## src/hw/rtl/svie_pkg.sv

```systemverilog
package svie_pkg;

	localparam int MEM_WORDS_DEF = 1024;
	localparam int NUM_REGS      = 4;
	localparam int RIDX_W        = $clog2(NUM_REGS);
	localparam int PC_W          = 10;
	localparam int WORD_W        = 32;
	localparam int S_DATA_W      = 160;
	localparam int M_DATA_W      = 64;

	localparam logic CMD_EXEC    = 1'b0;
	localparam logic CMD_PRELOAD = 1'b1;

	localparam logic [1:0] FLAG_POS  = 2'd0;
	localparam logic [1:0] FLAG_NEG  = 2'd1;
	localparam logic [1:0] FLAG_ZERO = 2'd2;

	typedef enum logic [4:0] {
		OP_HALT, OP_LOAD, OP_STORE, OP_READ, OP_WRITE, OP_COPY, OP_PUSH, OP_POP,
		OP_JUMP, OP_JZ, OP_JNZ, OP_JN, OP_JNN, OP_CALL, OP_RET, OP_AND,
		OP_OR, OP_NOT, OP_XOR, OP_ADD, OP_SUB, OP_MUL, OP_DIV, OP_MOD,
		OP_CMP, OP_TST
	} op_t;

	typedef enum logic [2:0] {
		ST_IDLE, ST_READ, ST_DIV, ST_EXEC, ST_DONE
	} state_t;

	typedef struct packed {
		logic latch;
		logic mem_rd;
		logic div_start;
		logic commit;
		logic out_load;
	} cmd_t;

	typedef struct packed {
		logic is_div;
		logic div_done;
		logic out_free;
	} stat_t;

	function automatic logic [1:0] flags_of(input logic [WORD_W-1:0] v);
		logic [1:0] f;
		if (v == '0) f = FLAG_ZERO;
		else if (v[WORD_W-1]) f = FLAG_NEG;
		else f = FLAG_POS;
		return f;
	endfunction

endpackage

```

## src/hw/rtl/svie_ctrl.sv

```systemverilog
module svie_ctrl
	import svie_pkg::*;
(
	input  logic  clk,
	input  logic  arst_n,
	input  logic  req_valid,
	input  stat_t stat,
	output logic  req_ready,
	output cmd_t  cmd
);

	state_t state_q, state_d;

	always_ff @(posedge clk or negedge arst_n) begin
		if (!arst_n) state_q <= ST_IDLE;
		else state_q <= state_d;
	end

	always_comb begin
		state_d = state_q;
		case (state_q)
			ST_IDLE: if (req_valid) state_d = ST_READ;
			ST_READ: state_d = stat.is_div ? ST_DIV : ST_EXEC;
			ST_DIV:  if (stat.div_done) state_d = ST_EXEC;
			ST_EXEC: state_d = ST_DONE;
			ST_DONE: if (stat.out_free) state_d = ST_IDLE;
			default: state_d = ST_IDLE;
		endcase
	end

	always_comb begin
		req_ready     = (state_q == ST_IDLE);
		cmd.latch     = (state_q == ST_IDLE) && req_valid;
		cmd.mem_rd    = (state_q == ST_READ);
		cmd.div_start = (state_q == ST_READ) && stat.is_div;
		cmd.commit    = (state_q == ST_EXEC);
		cmd.out_load  = (state_q == ST_DONE) && stat.out_free;
	end

	a_latch_read: assert property (@(posedge clk) disable iff (!arst_n)
		cmd.latch |=> state_q == ST_READ) else $error("latch not followed by read");
	a_commit_done: assert property (@(posedge clk) disable iff (!arst_n)
		cmd.commit |=> state_q == ST_DONE) else $error("commit not followed by done");
	a_div_wait: assert property (@(posedge clk) disable iff (!arst_n)
		(state_q == ST_DIV && !stat.div_done) |=> state_q == ST_DIV)
		else $error("left divide wait early");
	a_load_idle: assert property (@(posedge clk) disable iff (!arst_n)
		cmd.out_load |=> state_q == ST_IDLE) else $error("result load not closing request");

endmodule

```

## config.mk

```make
export PLATFORM = sky130hd
export DESIGN_NAME = svie_ctrl
export DESIGN_NICKNAME = d
export VERILOG_FILES = /design/src/hw/rtl/svie_pkg.sv /design/src/hw/rtl/svie_ctrl.sv
export SDC_FILE = /design/constraint.sdc
export NUM_CORES = 1
export LEC_CHECK = 0
export BUFFER_PORTS_ARGS = -buffer_cell sky130_fd_sc_hd__buf_4
export CORE_AREA = 5 5 42 44
export CTS_CLUSTER_SIZE = 14
export DETAILED_ROUTE_END_ITERATION = 6
export DIE_AREA = 0 0 47 49
export GPL_TIMING_DRIVEN = 1
export PLACE_DENSITY = 0.47
export SYNTH_ARGS = -nofsm -noshare
export SYNTH_HDL_FRONTEND = slang
export SYNTH_SLANG_ARGS = --single-unit
```

## constraint.sdc

```tcl
create_clock -name clk -period 1.2 [get_ports clk]
set_clock_uncertainty 0.05 [all_clocks]
set_input_delay 0.24 -clock clk [delete_from_list [all_inputs] [get_ports clk]]
set_output_delay 0.24 -clock clk [all_outputs]
set_load 0.01 [all_outputs]
```

**Word level (Yosys, flattened, before mapping)**

Cells that the tools add are included.

- Register bits after elaboration: 3
- Latch bits: 0
- Memory bits (writable): 0
- Memory bits (read-only): 0
- Memories kept: 0

- Add/subtract/negate cells: 0
- Multiply operators: 0
- Div/mod/pow operators: 0
- Magnitude comparators: 0
- Equal/unequal tests: 7
- Shift operators: 0
- Mux-type cells: 5
- Bitwise gates (word level): 0
- Reductions and logical operators: 5

Operators with widths:

| operator | number |
|---|---|
| 3-bit case mux with 5 select lines | 1 |
| 3-bit two-way mux | 3 |
| 3-bit by 2-bit equality test with 1-bit output (second input constant) | 2 |
| 2-bit != test (second input constant) | 3 |
| 3-bit by 1-bit equality test with 1-bit output (second input constant) | 1 |
| 3-bit equality test (second input constant) | 1 |
| 1-bit logical AND | 3 |
| 3-bit zero test | 1 |
| 3-bit AND reduction | 1 |
| 1-bit two-way mux | 1 |

**Depth between registers and ports, before layout**

- Depth in word-level cells: 3
- Depth in mapped cells: 3
- Gate-level depth less buffers: 2

**Worst setup path after synthesis**

Ideal clock, no wire load.

- Kind: register to output
- From: register state_q[0]
- To: output cmd[4] (netlist bit)
- Arrival: 962 ps
- Setup slack: -52 ps
- Stages on the path, launching flop included: 3
- Buffers on the path: 1
- Cells stage by stage: dfrtp_1 -> buf_2 -> nor4b_1

RTL lines:

| element | RTL line | RTL |
|---|---|---|
| start, declared | svie_ctrl.sv:12 | `state_t state_q, state_d;` |
| start signal, assigned | svie_ctrl.sv:16 | `else state_q <= state_d;` |
| end, declared | svie_ctrl.sv:9 | `output cmd_t cmd` |

==> impl_metrics.json <==
{
  "status": "complete, but fails checks",
  "violations": "setup timing",
  "power_switching_mw": 0.344,
  "grt_start_max_net_pins": 9,
  "worstSkewPairLatency_ps": 230,
  "slew_violations": 0,
  "drive_gt1_share_pct": 67.5,
  "critPathCaptureType": "primary output",
  "synthCells": 20,
  "synth_top_family_by_area": "simple AND/OR/NAND/NOR gates",
  "io_buffers": 11,
  "cp.arrival_ps": 1170,
  "ys_seq_area_share_pct": 38.2,
  "utilization_pct": 28.2,
  "power_density_mw_per_mm2": 2490,
  "synth.net_count": 26,
  "wl_per_cell_um": 10.0,
  "timing.final.ws_setup_ps": -261,
  "vias": 210,
  "gp_congestion": 0.653,
  "hold_depth": 3,
  "firstDrtPassIters": 1,
  "finalHoldViolCount": 0,
  "ctsLongestPathBuffers": 2,
  "internal_power_mw": 0.640,
  "synth_seq_cells": 3,
  "core_area_sq_mm": 0.00140,
  "yosys.area_share.simple_pct": 28.0,
  "hp-start": "stat[2]",
  "ant_nets": 0,
  "fin_crit_sh_pct": 122,
  "ir_worst_vdd_mv": 0.683,
  "antenna_found_initial": 0,
  "pwr-share-clk_pct": 17.9,
  "synthXorXnorAreaFrac_pct": 4.46,
  "clock_sinks": 3,
  "rsz0062_at_grt": "yes",
  "grt_pass1_wl_um": 897,
  "hold_ws_ps": 241,
  "sequentialPowerShare_pct": 27.1,
  "cts_buffers": 3,
  "crit_end": "cmd[2]",
  "largest_register_ffs": 3,
  "htree_levels": 1,
  "final_common_cell": "buf_4",
  "drtIter0Drc": 0,
  "crit_fanout": 7,
  "yosys_warnings": 0,
  "cp-startpoint": "state_q[1]$_DFFE_PN0P_",
  "cp.required_ps": 910,
  "finalSetupTns_ps": -1240,
  "min_path_type": "in -> reg",
  "rows": 14,
  "grt_pass1_vias": 224,
  "top_regs": "state_q: 3 flops",
  "synth_area_sq_um": 196,
  "r2r_start": "state_q[1]$_DFFE_PN0P_",
  "synth_compound_area_share_pct": 12.1,
  "path_class": "reg -> out",
  "start_util_pct": 14.0,
  "overflow": 0,
  "cts-root-buf": "clkbuf_4",
  "die_area_sq_mm": 0.00230,
  "synth_mux_area_share_pct": 5.10,
  "io_pins": 12,
  "timing.rr.end": "state_q[2]$_DFFE_PN0P_",
  "worst_slew_pin_slew_ps": 183,
  "grt_usage_pct": 5.78,
  "drc": 0,
  "n_antenna_cell": 0,
  "clk_pin_slew_ps": 40,
  "chipHeight_um": 49,
  "ys_types": 16,
  "finalSetupViolCount": 6,
  "fp.dieW_um": 47,
  "min_period_ps": 1460,
  "timing.slew.headroom_pct": 87.8,
  "placed_cells": 46,
  "r2r_cells": 3,
  "max_cap_viol_count": 0,
  "synth_adder_area_share_pct": 0,
  "cts_tree": "done",
  "viasPerCell": 3.75,
  "drt-total-wl_um": 562,
  "syn_avg_cell_area_sq_um": 9.82,
  "comb_power_share_pct": 55.0,
  "swShare_pct": 35.0,
  "most-common-layout-cells": "15 x buf_4, 3 x clkbuf_4, 3 x dfrtp_2",
  "stdcell_count": 56,
  "syn2layout_area_growth_pct": 101,
  "fmax_mhz": 684,
  "power.leakage_nw": 0.195,
  "nNetsFinal": 47,
  "startpoint_type": "flop",
  "finalPower_mw": 0.984,
  "reg2reg_slack_ps": 70,
  "top_register": "state_q"
}
worst min path at each step:
stage | endpoint | slack (ps)
after floorplan | state_q[0]$_DFFE_PN0P_ | -110
after global placement | state_q[1]$_DFFE_PN0P_ | -20
after detailed placement | state_q[1]$_DFFE_PN0P_ | -20
after CTS | state_q[0]$_DFFE_PN0P_ | 240
after global routing | state_q[0]$_DFFE_PN0P_ | 250
final | state_q[0]$_DFFE_PN0P_ | 240
stage by stage:
step / cell area [sq um] / setup WS (ps)
6_report: 395 / -261
5_1_grt: 395 / -315
4_1_cts: 350 / -264
3_5_place_dp: 303 / -54.0
3_3_place_gp: 303 / -39.1
2_1_floorplan: 209 / 9.63
final cells by class:
type / instances / area (sq um)
flip-flops and latches: 3 / 78.8
multi-input cells: 13 / 118
inverters: 2 / 7.51
well taps: 16 / 20.0
repair buffers: 18 / 145
clock buffers: 4 / 26.3
fillers: 166 / 1010
power groups by stage:
stage / sequential [mW] / combinational, mW / clock (mW)
2_1_floorplan: 0.177 / 0.340 / 0
3_3_place_gp: 0.266 / 0.391 / 0
3_5_place_dp: 0.266 / 0.390 / 0
4_1_cts: 0.276 / 0.414 / 0.188
5_1_grt: 0.283 / 0.588 / 0.194
6_report: 0.267 / 0.541 / 0.176
worst max-delay path, cell delays in order, from the launching register on:
cell and delay, ps:
dfrtp_2 460, nor3b_4 220, and2_4 170, buf_6 90
repair_timing:
action                                  in CTS  in global routing
endpoints found under the hold margin        3                  0
pin swaps                                    1                  2
endpoints found under the setup margin       6                  6
hold buffers                                 1                  0
gates cloned                                 0                  0
gates resized for setup                      3                  4
setup buffers                                1                  4
kinds of logic after synthesis:
kind of cell,after synthesis
simple gates,8
buf+inv,4
compound gates,3
flops,3
xor+xnor,1
mux,1
cells in the mapped netlist, drive strengths merged:
library cell	instances	share of area, %
a31o	1	4.5
mux2i	1	5.1
dfrtp	3	38
xnor2	1	4.5
o21a	1	3.8
nor4b	1	4.5
nor3	1	2.5
nor2	2	3.8
buf	2	8.3
inv	2	3.8
a211oi	1	3.8
and3b	1	4.5
nor3b	1	6.4
and2	1	3.2
and3	1	3.2
metal layers:
layer	track usage, %	part of all wire [%]	vias up
met4	4.15	0	0
li1	-	-	107
met5	0	0	-
met2	9.05	57	6
met1	5.07	38	97
met3	3.69	5.3	0
Power figures use the tool's default switching activity.
