**src/hw/rtl/svie_pkg.sv**
```systemverilog
package svie_pkg;

	localparam int MEM_WORDS_DEF = 1024;
	localparam int NUM_REGS      = 4;
	localparam int RIDX_W        = $clog2(NUM_REGS);
	localparam int PC_W          = 10;
	localparam int WORD_W        = 32;
	localparam int S_DATA_W      = 160;
	localparam int M_DATA_W      = 64;

	localparam logic CMD_EXEC    = 1'b0;
	localparam logic CMD_PRELOAD = 1'b1;

	localparam logic [1:0] FLAG_POS  = 2'd0;
	localparam logic [1:0] FLAG_NEG  = 2'd1;
	localparam logic [1:0] FLAG_ZERO = 2'd2;

	typedef enum logic [4:0] {
		OP_HALT, OP_LOAD, OP_STORE, OP_READ, OP_WRITE, OP_COPY, OP_PUSH, OP_POP,
		OP_JUMP, OP_JZ, OP_JNZ, OP_JN, OP_JNN, OP_CALL, OP_RET, OP_AND,
		OP_OR, OP_NOT, OP_XOR, OP_ADD, OP_SUB, OP_MUL, OP_DIV, OP_MOD,
		OP_CMP, OP_TST
	} op_t;

	typedef enum logic [2:0] {
		ST_IDLE, ST_READ, ST_DIV, ST_EXEC, ST_DONE
	} state_t;

	typedef struct packed {
		logic latch;
		logic mem_rd;
		logic div_start;
		logic commit;
		logic out_load;
	} cmd_t;

	typedef struct packed {
		logic is_div;
		logic div_done;
		logic out_free;
	} stat_t;

	function automatic logic [1:0] flags_of(input logic [WORD_W-1:0] v);
		logic [1:0] f;
		if (v == '0) f = FLAG_ZERO;
		else if (v[WORD_W-1]) f = FLAG_NEG;
		else f = FLAG_POS;
		return f;
	endfunction

endpackage

```
**src/hw/rtl/svie_div.sv**
```systemverilog
module svie_div
	import svie_pkg::*;
(
	input  logic              clk,
	input  logic              arst_n,
	input  logic              start,
	input  logic [WORD_W-1:0] dividend,
	input  logic [WORD_W-1:0] divisor,
	output logic              done,
	output logic [WORD_W-1:0] quot,
	output logic [WORD_W-1:0] rem
);

	localparam int CNT_W = $clog2(WORD_W);

	logic              busy_q, done_q, nq_q, nr_q;
	logic [CNT_W-1:0]  cnt_q;
	logic [WORD_W-1:0] r_q, q_q, d_q;
	logic [WORD_W:0]   trial;
	logic [WORD_W-1:0] shifted;

	assign shifted = {r_q[WORD_W-2:0], q_q[WORD_W-1]};
	assign trial   = {r_q, q_q[WORD_W-1]} - {1'b0, d_q};

	always_ff @(posedge clk or negedge arst_n) begin
		if (!arst_n) begin
			busy_q <= 1'b0;
			done_q <= 1'b0;
			cnt_q  <= '0;
		end else begin
			done_q <= 1'b0;
			if (start) begin
				busy_q <= 1'b1;
				cnt_q  <= '0;
			end else if (busy_q) begin
				cnt_q <= cnt_q + 1'b1;
				if (cnt_q == CNT_W'(WORD_W - 1)) begin
					busy_q <= 1'b0;
					done_q <= 1'b1;
				end
			end
		end
	end

	always_ff @(posedge clk) begin
		if (start) begin
			q_q  <= dividend[WORD_W-1] ? -dividend : dividend;
			d_q  <= divisor[WORD_W-1] ? -divisor : divisor;
			r_q  <= '0;
			nq_q <= dividend[WORD_W-1] ^ divisor[WORD_W-1];
			nr_q <= dividend[WORD_W-1];
		end else if (busy_q) begin
			if (!trial[WORD_W]) begin
				r_q <= trial[WORD_W-1:0];
				q_q <= {q_q[WORD_W-2:0], 1'b1};
			end else begin
				r_q <= shifted;
				q_q <= {q_q[WORD_W-2:0], 1'b0};
			end
		end
	end

	assign done = done_q;
	assign quot = nq_q ? -q_q : q_q;
	assign rem  = nr_q ? -r_q : r_q;

endmodule

```
**config.mk**
```make
export PLATFORM = sky130hd
export DESIGN_NAME = svie_div
export DESIGN_NICKNAME = d
export VERILOG_FILES = /design/src/hw/rtl/svie_pkg.sv /design/src/hw/rtl/svie_div.sv
export SDC_FILE = /design/constraint.sdc
export NUM_CORES = 1
export LEC_CHECK = 0
export ABC_CLOCK_PERIOD_IN_PS = 3700
export CORE_ASPECT_RATIO = 1.4
export CORE_MARGIN = 3
export CORE_UTILIZATION = 60
export DETAILED_ROUTE_END_ITERATION = 10
export DONT_BUFFER_PORTS = 1
export GPL_TIMING_DRIVEN = 0
export PLACE_DENSITY = 0.76
export REMOVE_ABC_BUFFERS = 1
export SLEW_MARGIN = 25
export SYNTH_ARGS = -nofsm -noshare
export SYNTH_HDL_FRONTEND = slang
export SYNTH_SLANG_ARGS = --single-unit
```
**constraint.sdc**
```tcl
create_clock -name clk -period 3.7 [get_ports clk]
set_input_delay 0.37 -clock clk [delete_from_list [all_inputs] [get_ports clk]]
set_output_delay 0.37 -clock clk [all_outputs]
set_load 0.02 [all_outputs]
```
# --- Yosys cells after proc, flatten, opt, wreduce, memory -nomap -nowiden ---
# Cells that the tools add are included.
word_totals:
  regBits: 105
  input_bits: 67
classes:
  n_addsub: 6
  n_eq_ne: 1
  muxes: 16
  bitwise: 1
  reduce_logical: 1
ops:
  columns: ["operator", "count"]
  rows:
  - ["two-way mux 32 bit", 6]
  - ["negator 32 bit", 4]
  - ["subtractor 33 x 32 -> 33 bit", 1]
  - ["two-way mux 31 bit", 1]
  - ["two-way mux 5 bit", 2]
  - ["two-way mux 1 bit", 7]
  - ["adder 5 x 1 -> 5 bit, second input constant", 1]
  - ["equality test 5 bit, second input constant", 1]
  - ["nonzero test 2 bit", 1]
  - ["XOR 1 bit", 1]

# --- Logic depth before layout (Yosys ltp) ---
# Gate-level depths: netlist of run 1.
logic_depth:
  depth_word: 4
  depth_mapped: 13
  depth_no_buf: 12

# --- Worst setup path after synthesis of run 1 ---
# No wires, ideal clock.
synth_path:
  kind: "register -> register"
  start: "register q_q[31]"
  end: "register r_q[25]"
  arrival_time_ns: 2.821
  slack_ns: 0.788
  stages_incl_launch_ff: 14
  cell_sequence: "edfxtp_1 > inv_1 > ha_1 > fa_1 > nand2b_1 > a21o_1 > a31o_1 > o21ai_1 > a31o_1 > a221oi_4 > xnor2_1 > buf_2 > nand2_1 > a311oi_1"
synth_between:
  elab_chain_cells: 2
synth_rtl:
  columns: ["element", "line_no", "text"]
  rows:
  - ["start: declaration", "svie_div.sv:18", "logic [WORD_W-1:0] r_q, q_q, d_q;"]
  - ["start signal: assignment", "svie_div.sv:47", "q_q <= dividend[WORD_W-1] ? -dividend : dividend;"]
  - ["start signal: assignment", "svie_div.sv:55", "q_q <= {q_q[WORD_W-2:0], 1'b1};"]
  - ["start signal: assignment", "svie_div.sv:58", "q_q <= {q_q[WORD_W-2:0], 1'b0};"]
  - ["subtractor 33 x 32 -> 33 bit", "svie_div.sv:23", "assign trial = {r_q, q_q[WORD_W-1]} - {1'b0, d_q};"]
  - ["two-way mux 32 bit", "svie_div.sv:53", "if (!trial[WORD_W]) begin"]
  - ["end signal: assignment", "svie_div.sv:54", "r_q <= trial[WORD_W-1:0];"]
  - ["end signal: assignment", "svie_div.sv:57", "r_q <= shifted;"]
  - ["end: declaration", "svie_div.sv:18", null]
# No other way between the ends.
# A chain may end at the register's enable or synchronous reset.

# --- Final worst setup path of run 1 ---
layout_path:
  start: "register q_q[31]"
  end: "register r_q[6]"
# Same word-level chain as after synthesis.

==> flow_summary.json, run 1 <==
{
  "run_status": "finished clean",
  "grt_pass1_vias": 6673,
  "worst_pin_slew_ps": 993,
  "timing.setup.critical_path_class": "register to register",
  "critical-path-top-delay-family": "compound AO/OA/AOI/OAI gates",
  "hold_end": "d_q[0]",
  "die_w_um": 106,
  "ctsHtreeMaxLevel": 3,
  "drt_drc_violations_left": 0,
  "io_buffers": 0,
  "power.clock.fraction_pct": 12.9,
  "timing.final.hold_violations": 0,
  "ys_seq_area_share_pct": 33.5,
  "post-route-min-period_ps": 3450,
  "drtPass1Iterations": 5,
  "largest_net_degree_at_the_start_of_global_routing": 137,
  "critPathBufInv": 3,
  "number_of_enable_flip_flop_cells_after_synthesis": 66,
  "grt_setup_unrepaired": "no",
  "finalClockSkew_ps": 10.0,
  "track_usage_pct": 25.0,
  "cp_max_fo": 14,
  "post-route-cell-area_mm2": 0.00881,
  "power_switching_w": 0.00389,
  "async_set_or_reset_register_ratio_after_synthesis_pct": 6.67,
  "cts_sinks": 105,
  "row_count": 50,
  "ctsRootBufferMaster": "sky130_fd_sc_hd__clkbuf_16",
  "placedInstanceArea_mm2": 0.00844,
  "synthDistinctLibCells": 68,
  "core_area_mm2": 0.0135,
  "hold_path.startpoint": "divisor[0]",
  "final_layout_size_suffix_gt1_share_pct": 4.57,
  "internal_power_w": 0.00369,
  "worst_skew_pair.late_latency_ps": 350,
  "combPwrFrac_pct": 62.8,
  "grt_pass1_wl_um": 32100,
  "critical-path-slowest-cell": "sky130_fd_sc_hd__edfxtp_1",
  "gpl.final_weighted_congestion": 0.876,
  "vias_per_cell": 6.00,
  "number_of_antenna_violations_at_the_first_check_in_global_routing": 0,
  "setup.worst_path.end_class": "register",
  "post_synth_inst_count": 984,
  "r2r.worst_path.cells": 14,
  "cpMostUsedCell": "sky130_fd_sc_hd__a31o_1",
  "yosys.area.top_type_share_pct": 23.7,
  "slew_limit_fails": 0,
  "data_required_time_at_the_worst_endpoint_ps": 3950,
  "crit_path_max_incr_delay_ps": 400,
  "setup-violations-final": 0,
  "synth_most_common_cell": "sky130_fd_sc_hd__nand2_1",
  "number_of_diodes": 0,
  "initial_utilization_pct": 61.8,
  "worst_reg2reg_setup_slack_ps": 250,
  "wl_per_cell_um": 16.7,
  "hold_path.class": "input port to register",
  "regToRegEndpoint": "r_q[6]",
  "netlist_area_mm2": 0.00835,
  "finish.net_count": 1063,
  "static_leakage_nw": 3.39,
  "vias": 6864,
  "timing.fmax_ghz": 0.290,
  "max-clock-path-buffers": 2,
  "power_density_mw_per_mm2": 860,
  "cts_inserted_buffers": 9,
  "globalRouteOverflowTotal": 0,
  "synthTopCellsByArea": "sky130_fd_sc_hd__edfxtp_1, sky130_fd_sc_hd__xnor2_1, sky130_fd_sc_hd__dfxtp_1, sky130_fd_sc_hd__ha_1, sky130_fd_sc_hd__nand2_1",
  "avgSynthCellArea_um2": 8.49,
  "die_height_um": 146,
  "synth_largest_area_cell": "sky130_fd_sc_hd__edfxtp_1",
  "postRouteAntennaNets": 0,
  "max_cap_violations": 0,
  "min_period_over_period_pct": 93.2,
  "dp_hpwl_um": 14400,
  "die_area_mm2": 0.0154,
  "power_switching_share_pct": 51.3,
  "cts_tree": "built",
  "holdPathStages": 0,
  "preCtsSetupSlack_ps": -227,
  "seq_pwr_share_pct": 24.4,
  "n_fill_cell": 1220,
  "detail_route.wirelength_um": 19100,
  "synth_flop_cell": "sky130_fd_sc_hd__edfxtp_1",
  "yosys-top-cells-count": "sky130_fd_sc_hd__nand2_1, sky130_fd_sc_hd__xnor2_1, sky130_fd_sc_hd__nor2_1",
  "irDropWorstVdd_v": 0.000703,
  "layout-area-overhead-vs-synth_pct": 5.48,
  "num_io_pins": 132,
  "max_slew_margin_pct": 33.8,
  "clk_pin_slew_worst_paths_ps": 70,
  "synth_seq_cells": 105,
  "final_critical_path_setup_slack_ps": 253,
  "synth-warning-count": 0,
  "fin_worst_hold_slack_ps": 120,
  "r2r_start": "q_q[31]",
  "critPathArrivalTime_ps": 3700,
  "drt_iter0_markers": 357,
  "crit_path_start_kind": "register",
  "crit_path_cell_trace": "inv_1, ha_1, fa_1, nand2b_1, a21o_1, a31o_1, o21ai_1, a31o_1, a221oi_4, xnor2_4, buf_6, buf_4, nand2_1, a311oi_1"
}
-- metal layers --
metal | wire length [um] | GRT usage, % | vias up
met1 | 7610 | 29.8 | 3190
li1 | - | - | 3478
met5 | 0 | 0 | -
met4 | 334 | 7.06 | 0
met3 | 1420 | 6.88 | 22
met2 | 9740 | 44.1 | 174
-- cell families after synthesis --
kind of cell    Yosys count  synth area share [%]
simple gates            321                  18.0
compound gates          257                  21.0
xor+xnor                151                  15.8
mux                       5                 0.614
fa+ha+maj                39                  5.93
flops                   105                  33.5
buf+inv                 106                  5.08
-- sequential cells by signal (all words and copies together) (netlist names) --
name	cells
busy_q	1
q_q	32
cnt_q	5
r_q	32
done	1
d_q	32
nr_q	1
nq_q	1
-- worst max-delay path by stage --
stage,start,cells after the start,slack (ps),endpoint
after floorplan,r_q[0],11,-130,r_q[0]
after global placement,r_q[0],11,-1650,r_q[26]
after detailed placement,r_q[0],13,-230,r_q[6]
after CTS,q_q[31],14,30,r_q[6]
after global routing,r_q[0],9,30,rem[26]
final,q_q[31],14,250,r_q[6]
-- cells in the final DEF (no fill, tap or decap), drive strengths merged, types with 17 or more instances in the layout --
master	Yosys	final
o31ai	33	33
inv	60	61
edfxtp	66	66
xnor2	108	108
xor2	43	43
o21ai	56	56
or3	18	18
nand2b	19	19
nand3	17	17
ha	38	38
dfxtp	32	32
a21oi	66	66
a311oi	27	27
nand2	116	116
o41ai	17	17
nor2	96	96
-- area by class of cell --
| type | instances | area, um^2 | share of cell area (%) |
|---|---|---|---|
| clock buffers | 13 | 283 | 3.21 |
| clock inverters | 3 | 21.3 | 0.241 |
| inverters | 60 | 225 | 2.56 |
| multi-input cells | 773 | 5180 | 58.8 |
| flip-flops and latches | 105 | 2800 | 31.8 |
| well taps | 182 | 228 | 2.58 |
| repair buffers | 8 | 73.8 | 0.838 |
-- per-stage QoR --
step / cells / setup TNS (ps) / utilization, % / total power [W]
after floorplan: 938 / -3760 / - / 0.00566
after CTS: 1141 / 0 / 64.9 / 0.00755
after detailed placement: 1124 / -2450 / 62.5 / 0.00654
after global routing: 1144 / 0 / 65.2 / 0.00815
after global placement: 1120 / -51020 / 62.0 / 0.00641
final: 1144 / 0 / 65.2 / 0.00758
-- power groups by stage --
stage          logic [W]  clock network (W)  registers [W]
3_5_place_dp     0.00468                  0        0.00186
6_report         0.00476           0.000975        0.00185
5_1_grt          0.00521            0.00105        0.00189
2_1_floorplan    0.00390                  0        0.00176
3_3_place_gp     0.00456                  0        0.00186
4_1_cts          0.00471           0.000996        0.00184
-- repair_timing --
item                                    4_1_cts  5_1_grt
pin swaps                                     0        3
hold buffers                                  1        0
resized for setup                             2        3
endpoints found under the hold margin         7        0
endpoints found under the setup margin       15       17
setup buffers                                 0        3
gates cloned                                  0        0
Note: power is estimated with default switching activity, not from simulation.
==> inputs of run 2 (changes only) <==
--- a/config.mk
+++ b/config.mk
@@ -5,14 +5,13 @@
 export SDC_FILE = /design/constraint.sdc
 export NUM_CORES = 1
 export LEC_CHECK = 0
-export ABC_CLOCK_PERIOD_IN_PS = 3700
 export CORE_ASPECT_RATIO = 1.4
 export CORE_MARGIN = 3
 export CORE_UTILIZATION = 60
 export DETAILED_ROUTE_END_ITERATION = 10
 export DONT_BUFFER_PORTS = 1
 export GPL_TIMING_DRIVEN = 0
-export PLACE_DENSITY = 0.76
+export PLACE_DENSITY = 0.82
 export REMOVE_ABC_BUFFERS = 1
 export SLEW_MARGIN = 25
 export SYNTH_ARGS = -nofsm -noshare
==> flow_summary.json, run 2 (same netlist as run 1, synthesis figures left out) <==
{
  "global_routing_usage_on_met2_pct": 42.4,
  "ctsRootBufferMaster": "sky130_fd_sc_hd__clkbuf_16",
  "max_cap_violations": 0,
  "dp.cells": 1124,
  "dp_hpwl_um": 14200,
  "timing.setup.critical_path_class": "register to primary output",
  "finish.net_count": 1063,
  "layout-area-overhead-vs-synth_pct": 5.47,
  "grt_setup_unrepaired": "no",
  "die_area_mm2": 0.0154,
  "hold_path.class": "input port to register",
  "cts_tree": "built",
  "clk_pin_slew_worst_paths_ps": 80,
  "grt_pass1_wl_um": 31300,
  "r2r.worst_path.cells": 15,
  "setup-violations-final": 0,
  "die_height_um": 146,
  "io_buffers": 0,
  "setup.worst_path.end_class": "primary output",
  "placedInstanceArea_mm2": 0.00844,
  "slew_limit_fails": 0,
  "critPathBufInv": 1,
  "vias_per_cell": 6.08,
  "timing.fmax_ghz": 0.285,
  "critPathArrivalTime_ps": 3140,
  "timing.final.hold_violations": 0,
  "grt_use_met1_pct": 28.7,
  "commonest_cells_after_routing_fill_and_taps_aside": "sky130_fd_sc_hd__nand2_1, sky130_fd_sc_hd__xnor2_1, sky130_fd_sc_hd__nor2_1",
  "hold_path.startpoint": "start",
  "min_period_over_period_pct": 94.7,
  "hold_end": "r_q[31]",
  "gpl.final_weighted_congestion": 0.888,
  "finalClockSkew_ps": 11.3,
  "globalRouteOverflowTotal": 0,
  "num_io_pins": 132,
  "crit_path_max_incr_delay_ps": 470,
  "grt.met3_usage_pct": 6.92,
  "grt_pass1_vias": 6621,
  "die_w_um": 106,
  "largest_net_degree_at_the_start_of_global_routing": 137,
  "vias": 6950,
  "preCtsSetupSlack_ps": -34.4,
  "data_required_time_at_the_worst_endpoint_ps": 3330,
  "wl_per_cell_um": 16.5,
  "mostFrequentLayoutCell": "sky130_fd_sc_hd__nand2_1",
  "ctsHtreeMaxLevel": 3,
  "run_status": "finished clean",
  "number_of_antenna_violations_at_the_first_check_in_global_routing": 0,
  "finish.cell_count_without_fillers": 1144,
  "r2r_start": "q_q[31]",
  "holdPathStages": 1,
  "track_usage_pct": 24.5,
  "postRouteAntennaNets": 0,
  "cts_sinks": 105,
  "row_count": 50,
  "grt-busiest-layer": "met2",
  "core_area_mm2": 0.0135,
  "post-route-cell-area_mm2": 0.00881,
  "max_slew_margin_pct": 35.7,
  "regToRegEndpoint": "r_q[4]",
  "static_leakage_nw": 3.39,
  "number_of_diodes": 0,
  "worst_reg2reg_setup_slack_ps": 230,
  "final_layout_size_suffix_gt1_share_pct": 4.26,
  "critical-path-top-delay-family": "simple AND/OR/NAND/NOR gates",
  "initial_utilization_pct": 61.8,
  "cts_inserted_buffers": 9,
  "power_density_mw_per_mm2": 856,
  "drt_drc_violations_left": 0,
  "post-route-min-period_ps": 3510,
  "total_power_w": 0.00754,
  "cp_max_fo": 6,
  "drtPass1Iterations": 5,
  "detail_route.wirelength_um": 18900,
  "worst_skew_pair.late_latency_ps": 350,
  "worst_pin_slew_ps": 964,
  "crit_path_start_kind": "register",
  "largest_registers": "d_q: 32 flops, q_q: 32 flops, r_q: 32 flops",
  "critical-path-slowest-cell": "sky130_fd_sc_hd__or3_1",
  "irDropWorstVdd_v": 0.000575,
  "crit_path_cell_trace": "inv_1, ha_1, nand2_1, or3_1, nand2b_1, nand2b_1, or3_1, o41ai_1, xnor2_1",
  "max-clock-path-buffers": 2,
  "final_critical_path_setup_slack_ps": 195,
  "drt_iter0_markers": 330
}
==> run 2: changes by cell type in the layout (fill, tap and decap cells not counted), moves of 2 or more <==
cell / before / now
sky130_fd_sc_hd__clkinv_1: 0 / 3
sky130_fd_sc_hd__bufinv_16: 0 / 2
sky130_fd_sc_hd__clkbuf_1: 2 / 0
sky130_fd_sc_hd__clkbuf_16: 11 / 9
==> run 2: worst max path at each step <==
stage                     slack, ps  cells after the start  endpoint     from
after CTS                       140                     14    r_q[8]  q_q[31]
after detailed placement        -30                     13    r_q[4]   r_q[0]
after floorplan                -130                     11    r_q[0]   r_q[0]
after global routing             20                      9   rem[26]   r_q[0]
after global placement        -1610                     11   r_q[27]   r_q[0]
final                           190                      9   rem[26]   r_q[0]
==> run 2: report_power, final <==
group	leakage (nW)	switching, W	internal (W)
clock	0.152	0.000420	0.000587
sequential	1.01	0.000351	0.00149
combinational	2.23	0.00307	0.00162
total	3.39	0.00384	0.00370
==> run 2: layout make-up <==
cell class	instances	area, um^2
inverter	60	225
clock buffer	9	225
tap	182	228
timing repair buffer	8	86.3
clock inverter	7	85.1
multi-input combinational	773	5160
sequential	105	2800
fill	1206	4700
==> run 2: metal layers <==
metal,up-vias,share of wire (%)
met5,-,0
met4,0,2.7
met3,33,7.1
met2,206,51
met1,3235,39
li1,3476,-
==> run 2: per-stage QoR <==
stage / util (%) / TNS, ps / hold slack [ps]
final: 65.2 / 0 / 94.7
after global routing: 65.2 / 0 / 85.9
after CTS: 64.9 / 0 / 80.8
after detailed placement: 62.5 / -232 / 74.5
after global placement: 62.0 / -50610 / 74.6
after floorplan: - / -3760 / 74.4
==> run 2: repair_timing <==
item / 4_1_cts / 5_1_grt
hold buffers: 1 / 0
setup buffers: 0 / 4
resized for setup: 2 / 1
endpoints found under the setup margin: 14 / 15
hold endpoints to repair: 7 / 0
pin swaps: 0 / 2
cloned: 0 / 0
